`config.mk`:
```
export PLATFORM = sky130hd
export DESIGN_NAME = lifo_stack_with_search
export DESIGN_NICKNAME = d
export VERILOG_FILES = /design/src/rtl/core/lifo_pkg.sv /design/src/rtl/core/lifo_stack_with_search.sv /design/src/rtl/core/lifo_ctrl.sv /design/src/rtl/core/lifo_dp.sv
export SDC_FILE = /design/constraint.sdc
export NUM_CORES = 2
export LEC_CHECK = 0
export BUFFER_PORTS_ARGS = -buffer_cell sky130_fd_sc_hd__buf_2
export CORE_MARGIN = 5
export CORE_UTILIZATION = 30
export CTS_CLUSTER_DIAMETER = 50
export DETAILED_ROUTE_END_ITERATION = 8
export PLACE_DENSITY_LB_ADDON = 0.25
export SYNTH_ARGS = -nofsm -noshare
export SYNTH_HDL_FRONTEND = slang
export SYNTH_SLANG_ARGS = --single-unit
```
`constraint.sdc`:
```
create_clock -name clk -period 8.6 [get_ports clk]
set_clock_uncertainty 0.15 [all_clocks]
set_input_delay 0.43 -clock clk [delete_from_list [all_inputs] [get_ports clk]]
set_output_delay 0.43 -clock clk [all_outputs]
set_load 0.05 [all_outputs]
```
`src/rtl/core/lifo_pkg.sv`:
```
// ----------------------------------------------------------------------------
// lifo_pkg
// Shared request codes and the controller/datapath command and status groups.
// ----------------------------------------------------------------------------
package lifo_pkg;

	typedef enum logic [1:0] {
		REQ_PUSH = 2'd0,
		REQ_POP  = 2'd1,
		REQ_PEEK = 2'd2,
		REQ_FIND = 2'd3
	} req_t;

	// controller -> datapath
	typedef struct packed {
		logic accept;     // latch request, clear result flags
		logic push_wr;    // write value on top, count up
		logic pop_dec;    // count down
		logic rd_top;     // read the top entry
		logic scan_step;  // move scan one entry down
		logic set_ok;     // mark request as successful
		logic load_out;   // move result into the output register
	} cmd_t;

	// datapath -> controller
	typedef struct packed {
		logic empty;
		logic full;
		logic match;      // scanned entry equals search value
		logic last;       // scanned entry is the bottom one
		logic out_free;   // output register can take a result
	} status_t;

endpackage

```
`src/rtl/core/lifo_stack_with_search.sv`:
```
// ----------------------------------------------------------------------------
// lifo_stack_with_search
// Last-in first-out store of 32-bit words with push, pop, peek and find.
// ----------------------------------------------------------------------------
// Sequencing: push, pop, peek and requests that fail on an empty or full stack
//   go straight to the result stage; find scans from the top down, one entry
//   per cycle through the single registered memory read port, until a match or
//   the bottom entry.
// Requests: a new one is taken only after the last result enters the output register.
// Reset: arst_n clears the count and output valid; memory is not cleared.
module lifo_stack_with_search #(
	parameter int DEPTH = 64
) (
	input  logic        clk,
	input  logic        arst_n,
	// request channel
	input  logic        s_tvalid,
	output logic        s_tready,
	input  logic [31:0] s_tdata,   // [31:0] value
	input  logic [1:0]  s_tuser,   // [1:0] req_type
	// result channel
	output logic        m_tvalid,
	input  logic        m_tready,
	output logic [39:0] m_tdata,   // [31:0] data_out, [37:32] found_depth,
	                               // [38] now_empty, [39] zero
	output logic [0:0]  m_tuser    // [0] ok
);
	import lifo_pkg::*;

	cmd_t    cmd;
	status_t st;

	// Sequencer decides per item which memory accesses and count updates run.
	lifo_ctrl u_ctrl (
		.clk      (clk),
		.arst_n   (arst_n),
		.s_tvalid (s_tvalid),
		.s_tready (s_tready),
		.req      (s_tuser),
		.st       (st),
		.cmd      (cmd)
	);

	// Storage, scan pointer and output register; the output register lets a
	// new item be taken while the previous result is still waiting.
	lifo_dp #(
		.DEPTH (DEPTH)
	) u_dp (
		.clk      (clk),
		.arst_n   (arst_n),
		.cmd      (cmd),
		.st       (st),
		.req      (s_tuser),
		.value    (s_tdata),
		.m_tvalid (m_tvalid),
		.m_tready (m_tready),
		.m_tdata  (m_tdata),
		.m_tuser  (m_tuser)
	);

endmodule

```
`src/rtl/core/lifo_ctrl.sv`:
```
// ----------------------------------------------------------------------------
// lifo_ctrl
// Request sequencer: decodes each item and steps the datapath through it.
// ----------------------------------------------------------------------------
module lifo_ctrl (
	input  logic              clk,
	input  logic              arst_n,
	input  logic              s_tvalid,
	output logic              s_tready,
	input  logic [1:0]        req,
	input  lifo_pkg::status_t st,
	output lifo_pkg::cmd_t    cmd
);
	import lifo_pkg::*;

	typedef enum logic [1:0] {
		ST_IDLE,
		ST_SCAN,
		ST_FIN
	} state_t;

	state_t state_q;
	state_t state_d;
	req_t   req_in;

	assign req_in   = req_t'(req);
	assign s_tready = (state_q == ST_IDLE);

	always_comb begin
		cmd     = '0;
		state_d = state_q;
		case (state_q)
			ST_IDLE: begin
				if (s_tvalid) begin
					cmd.accept = 1'b1;
					state_d    = ST_FIN;
					case (req_in)
						REQ_PUSH: begin
							if (!st.full) begin
								cmd.push_wr = 1'b1;
								cmd.set_ok  = 1'b1;
							end
						end
						REQ_POP: begin
							if (!st.empty) begin
								cmd.rd_top  = 1'b1;
								cmd.pop_dec = 1'b1;
								cmd.set_ok  = 1'b1;
							end
						end
						REQ_PEEK: begin
							if (!st.empty) begin
								cmd.rd_top = 1'b1;
								cmd.set_ok = 1'b1;
							end
						end
						default: begin
							if (!st.empty) begin
								cmd.rd_top = 1'b1;
								state_d    = ST_SCAN;
							end
						end
					endcase
				end
			end
			ST_SCAN: begin
				if (st.match) begin
					cmd.set_ok = 1'b1;
					state_d    = ST_FIN;
				end else if (st.last) begin
					state_d = ST_FIN;
				end else begin
					cmd.scan_step = 1'b1;
				end
			end
			ST_FIN: begin
				if (st.out_free) begin
					cmd.load_out = 1'b1;
					state_d      = ST_IDLE;
				end
			end
			default: begin
				state_d = ST_IDLE;
			end
		endcase
	end

	always_ff @(posedge clk or negedge arst_n) begin
		if (!arst_n) begin
			state_q <= ST_IDLE;
		end else begin
			state_q <= state_d;
		end
	end

endmodule

```
`src/rtl/core/lifo_dp.sv`:
```
// ----------------------------------------------------------------------------
// lifo_dp
// Stack memory, count, scan pointer, result flags and output register.
// ----------------------------------------------------------------------------
module lifo_dp #(
	parameter int DEPTH = 64
) (
	input  logic              clk,
	input  logic              arst_n,
	input  lifo_pkg::cmd_t    cmd,
	output lifo_pkg::status_t st,
	input  logic [1:0]        req,
	input  logic [31:0]       value,
	output logic              m_tvalid,
	input  logic              m_tready,
	output logic [39:0]       m_tdata,
	output logic [0:0]        m_tuser
);
	import lifo_pkg::*;

	localparam int CW = $clog2(DEPTH + 1);
	localparam int AW = $clog2(DEPTH);

	logic [31:0]   mem [DEPTH];
	logic [CW-1:0] count_q;
	logic [CW-1:0] count_m1;
	logic [AW-1:0] top_idx;
	logic [AW-1:0] scan_addr_q;
	logic [AW-1:0] rd_addr;
	logic [AW-1:0] dist_q;
	logic [31:0]   dist_ext;
	logic [31:0]   rd_data_q;
	logic [31:0]   value_q;
	req_t          req_q;
	logic          ok_q;
	logic          out_valid_q;
	logic [31:0]   res_data;
	logic [5:0]    res_depth;

	assign count_m1 = count_q - CW'(1);
	assign top_idx  = count_m1[AW-1:0];
	assign rd_addr  = cmd.scan_step ? (scan_addr_q - AW'(1)) : top_idx;
	assign dist_ext = 32'(dist_q);

	assign st.empty    = (count_q == '0);
	assign st.full     = (count_q == CW'(DEPTH));
	assign st.match    = (rd_data_q == value_q);
	assign st.last     = (CW'(dist_q) == count_m1);
	assign st.out_free = !out_valid_q || m_tready;

	// memory port: one write, one registered read
	always_ff @(posedge clk) begin
		if (cmd.push_wr) begin
			mem[count_q[AW-1:0]] <= value;
		end
		if (cmd.rd_top || cmd.scan_step) begin
			rd_data_q <= mem[rd_addr];
		end
	end

	always_ff @(posedge clk or negedge arst_n) begin
		if (!arst_n) begin
			count_q <= '0;
			ok_q    <= 1'b0;
		end else begin
			if (cmd.push_wr) begin
				count_q <= count_q + CW'(1);
			end else if (cmd.pop_dec) begin
				count_q <= count_m1;
			end
			if (cmd.set_ok) begin
				ok_q <= 1'b1;
			end else if (cmd.accept) begin
				ok_q <= 1'b0;
			end
		end
	end

	always_ff @(posedge clk) begin
		if (cmd.accept) begin
			req_q       <= req_t'(req);
			value_q     <= value;
			scan_addr_q <= top_idx;
			dist_q      <= '0;
		end else if (cmd.scan_step) begin
			scan_addr_q <= scan_addr_q - AW'(1);
			dist_q      <= dist_q + AW'(1);
		end
	end

	assign res_data  = (ok_q && (req_q == REQ_POP || req_q == REQ_PEEK)) ? rd_data_q : '0;
	assign res_depth = (ok_q && req_q == REQ_FIND) ? dist_ext[5:0] : '0;

	always_ff @(posedge clk or negedge arst_n) begin
		if (!arst_n) begin
			out_valid_q <= 1'b0;
		end else if (cmd.load_out) begin
			out_valid_q <= 1'b1;
		end else if (m_tready) begin
			out_valid_q <= 1'b0;
		end
	end

	always_ff @(posedge clk) begin
		if (cmd.load_out) begin
			m_tdata <= {1'b0, st.empty, res_depth, res_data};
			m_tuser <= ok_q;
		end
	end

	assign m_tvalid = out_valid_q;

`ifndef SYNTHESIS
	a_no_push_full: assert property (@(posedge clk) disable iff (!arst_n)
		cmd.push_wr |-> !st.full)
		else $error("push issued on full stack");
	a_count_range: assert property (@(posedge clk) disable iff (!arst_n)
		count_q <= CW'(DEPTH))
		else $error("count above depth");
	a_pop_count: assert property (@(posedge clk) disable iff (!arst_n)
		cmd.pop_dec |=> count_q == $past(count_q) - CW'(1))
		else $error("pop did not decrement count");
	a_load_free: assert property (@(posedge clk) disable iff (!arst_n)
		cmd.load_out |-> (!out_valid_q || m_tready))
		else $error("result overwrote pending output");
`endif

endmodule

```
==> results.json <==
{
  "status": "complete, no violations",
  "period_minus_slack_ps": 6849,
  "synth_top_family_by_area": "compound AO/OA/AOI/OAI gates",
  "setup_slack_ps": 1751,
  "arrival_ps": 7260,
  "clk_path_buf_depth": 3,
  "relSlewSlack_pct": 17.10,
  "ios": 81,
  "cts.sinks": 2177,
  "dp_hpwl_um": 165200,
  "yosysWarningCount": 0,
  "post-cts-setup-buffer-count": 0,
  "cp_data_required_time_ps": 9010,
  "path_cells": "xor2_1 -> nor4_1 -> nand4_1 -> o211ai_1 -> a31o_4 -> a21o_4 -> buf_4 -> mux2i_1 -> o221ai_1 -> a211oi_1 -> a2111oi_2",
  "hold_ws_ps": 77.56,
  "start_util_pct": 30.06,
  "synth_xor_xnor_area_share_pct": 0.6248,
  "hold_viol": 0,
  "place.gp.congestion": 0.8591,
  "synth_simple_gate_area_share_pct": 5.783,
  "drive_gt1_share_pct": 12.56,
  "fmax_mhz": 146.0,
  "r2r-start": "u_dp.rd_data_q[17]",
  "dr.first_iter.drc_count": 6689,
  "endpoint_kind": "flip-flop",
  "synth-adder-area-share_pct": 0.1450,
  "synth-seq-cells": 2177,
  "num_rows": 197,
  "cts_tree": "built",
  "die_y_um": 546.4,
  "crit_type": "flip-flop to flip-flop",
  "synth_mux_area_share_pct": 5.309,
  "slowest_delay_ps": 980,
  "worstMarginPinSlew_ps": 1236,
  "clkLatencyLatePin_ps": 870,
  "vias": 52730,
  "synth_top_cell_area_share_pct": 75.15,
  "ys_types": 63,
  "utilization_pct": 34.64,
  "totalPowerFinal_mw": 40.40,
  "synthTopCellsByArea": "edfxtp_1, mux2i_1, a211oi_1, nand2_1, o221ai_1",
  "wirelength_um": 302700,
  "p_leak_nw": 32.53,
  "io_buffers": 79,
  "die_area_sq_um": 298500,
  "cp_max_fo": 43,
  "stdcell_area_sq_um": 99490,
  "synth_compound_area_share_pct": 9.605,
  "synth.most_common_cell": "edfxtp_1",
  "avgViaCountPerCell": 5.481,
  "ctsHtreeMaxLevel": 4,
  "cpMaxStageDelayCell": "a211oi_1",
  "period_share_pct": 79.64,
  "setup_violations": 0,
  "clk_pin_slew_ps": 60,
  "synthCells": 5535,
  "drv_cap": 0,
  "final.setup.tns_ps": 0,
  "slew_violations": 0,
  "cts_root_buf": "clkbuf_16",
  "grt_pass1_vias": 49740,
  "syn_area_sq_um": 86310,
  "cts_buffers": 224,
  "async_reset_ff_share_pct": 0.5053,
  "yosysSeqAreaShare_pct": 75.61,
  "ant_nets": 0,
  "core_sq_um": 287200,
  "synth_flop_cell": "edfxtp_1",
  "antenna_found_initial": 22,
  "area_delta_synth_final_pct": 15.26,
  "dpl_worst_slack_ps": 1796,
  "drtPass1Iterations": 6,
  "drc": 0,
  "min_path_type": "primary input to flip-flop",
  "grt_max_degree": 98,
  "fp.dieW_um": 546.4,
  "worstHoldStart": "s_tdata[29]",
  "synth_edf_count": 2160,
  "yosys-top-cells-count": "edfxtp_1, nand2_1, a211oi_1, mux2i_1, clkbuf_1",
  "num-nets-final": 5698,
  "startpoint": "u_dp.rd_data_q[17]",
  "overflow": 0,
  "avgSynthCellArea_sq_um": 15.59,
  "placed_cells": 9199,
  "stdcell_count": 9621,
  "grt_util_all_layers_pct": 19.56,
  "synth_area_leader_cell": "edfxtp_1",
  "grt_pass1_wl_um": 416000,
  "rsz0062_at_grt": "no",
  "wl_per_cell_um": 31.46,
  "syn_nets": 5583,
  "dpl-instance-area_sq_um": 92300,
  "power_density_nw_per_um2": 406.1,
  "cp-start-kind": "flip-flop",
  "vdd_drop_max_mv": 0.6011
}
==> layout by cell type, fill, tap and decap left out, types with 29 or more instances in the layout <==
cell       count
nor2_1        29
and3_1        40
edfxtp_1    2160
o221ai_1     128
a211oi_1     478
a311oi_1      96
clkbuf_1      52
a2111oi_2     32
nand3_1      176
buf_4        180
clkbuf_16    228
clkinv_1      57
mux2i_1      451
nand4_1       37
xor2_1        42
a31oi_1      161
buf_2         79
nor2_4        62
a221oi_1      97
inv_1        205
nand2_1      789
==> final cells by class <==
type	count	area, sq um
Sequential cell	2177	65260
Timing Repair Buffer	290	2307
Clock inverter	132	1216
Multi-Input combinational cell	2751	19280
Tap cell	3781	4731
Antenna cell	4	10.01
Fill cell	27070	187700
Inverter	206	773.2
Clock buffer	280	5901
==> routing by layer <==
layer  wire [um]  global-route usage, %  vias to the layer above
met3       26760                  3.934                      431
met1      132300                  28.21                    27710
met4        7524                  5.099                       16
li1            -                      -                    22000
met5          98                      0                        -
met2      136000                  30.13                     2571
==> critical path: cells and delay by family, from the launching register on <==
family	cells	cell delay (ps)
DFF	1	590
buffers and inverters	1	660
AOI/OAI and AO/OA	6	3120
and+or+nand+nor	2	1310
xor gates and xnor gates	1	250
muxes	1	340
==> flip-flops by register name (all words and copies together), names as in the netlist <==
register and flops:
u_dp.ok_q 1, u_dp.value_q 32, u_dp.rd_data_q 32, u_ctrl.state_q 2, u_dp.mem 2048, u_dp.req_q 2
u_dp.scan_addr_q 6, u_dp.m_tdata 39, u_dp.m_tuser 1, u_dp.m_tvalid 1, u_dp.dist_q 6, u_dp.count_q 7
==> power by group <==
part	internal (mW)	switching [mW]	total (mW)
Clock	5.39	4.13	9.52
Combinational	5.06	13.2	18.2
Sequential	12.2	0.448	12.7
Total	22.7	17.7	40.4
==> kinds of logic after synthesis <==
logic type               after synthesis
adder cells (fa/ha/maj)               10
AND/OR/NAND/NOR                     1181
AO/OA/AOI/OAI                       1043
other                                  1
XOR/XNOR                              59
buffers and inverters                607
flip-flops                          2177
multiplexers                         457
==> worst paths after layout <==
kind,to,slack [ps],cells after the start
max,u_dp.rd_data_q[31],1750,11
min,u_dp.mem[14][29],80,2
max reg2reg,u_dp.rd_data_q[31],1750,11
min reg2reg,u_dp.dist_q[1],410,2
max in group asynchronous,u_dp.count_q[0],7300,3
min in group asynchronous,u_ctrl.state_q[1],530,3
==> repair_timing <==
action	4_1_cts	5_1_grt
resized for setup	0	0
endpoints found under the hold margin	17	0
hold buffers	6	0
No activity file was read; power rests on OpenSTA's default activity.
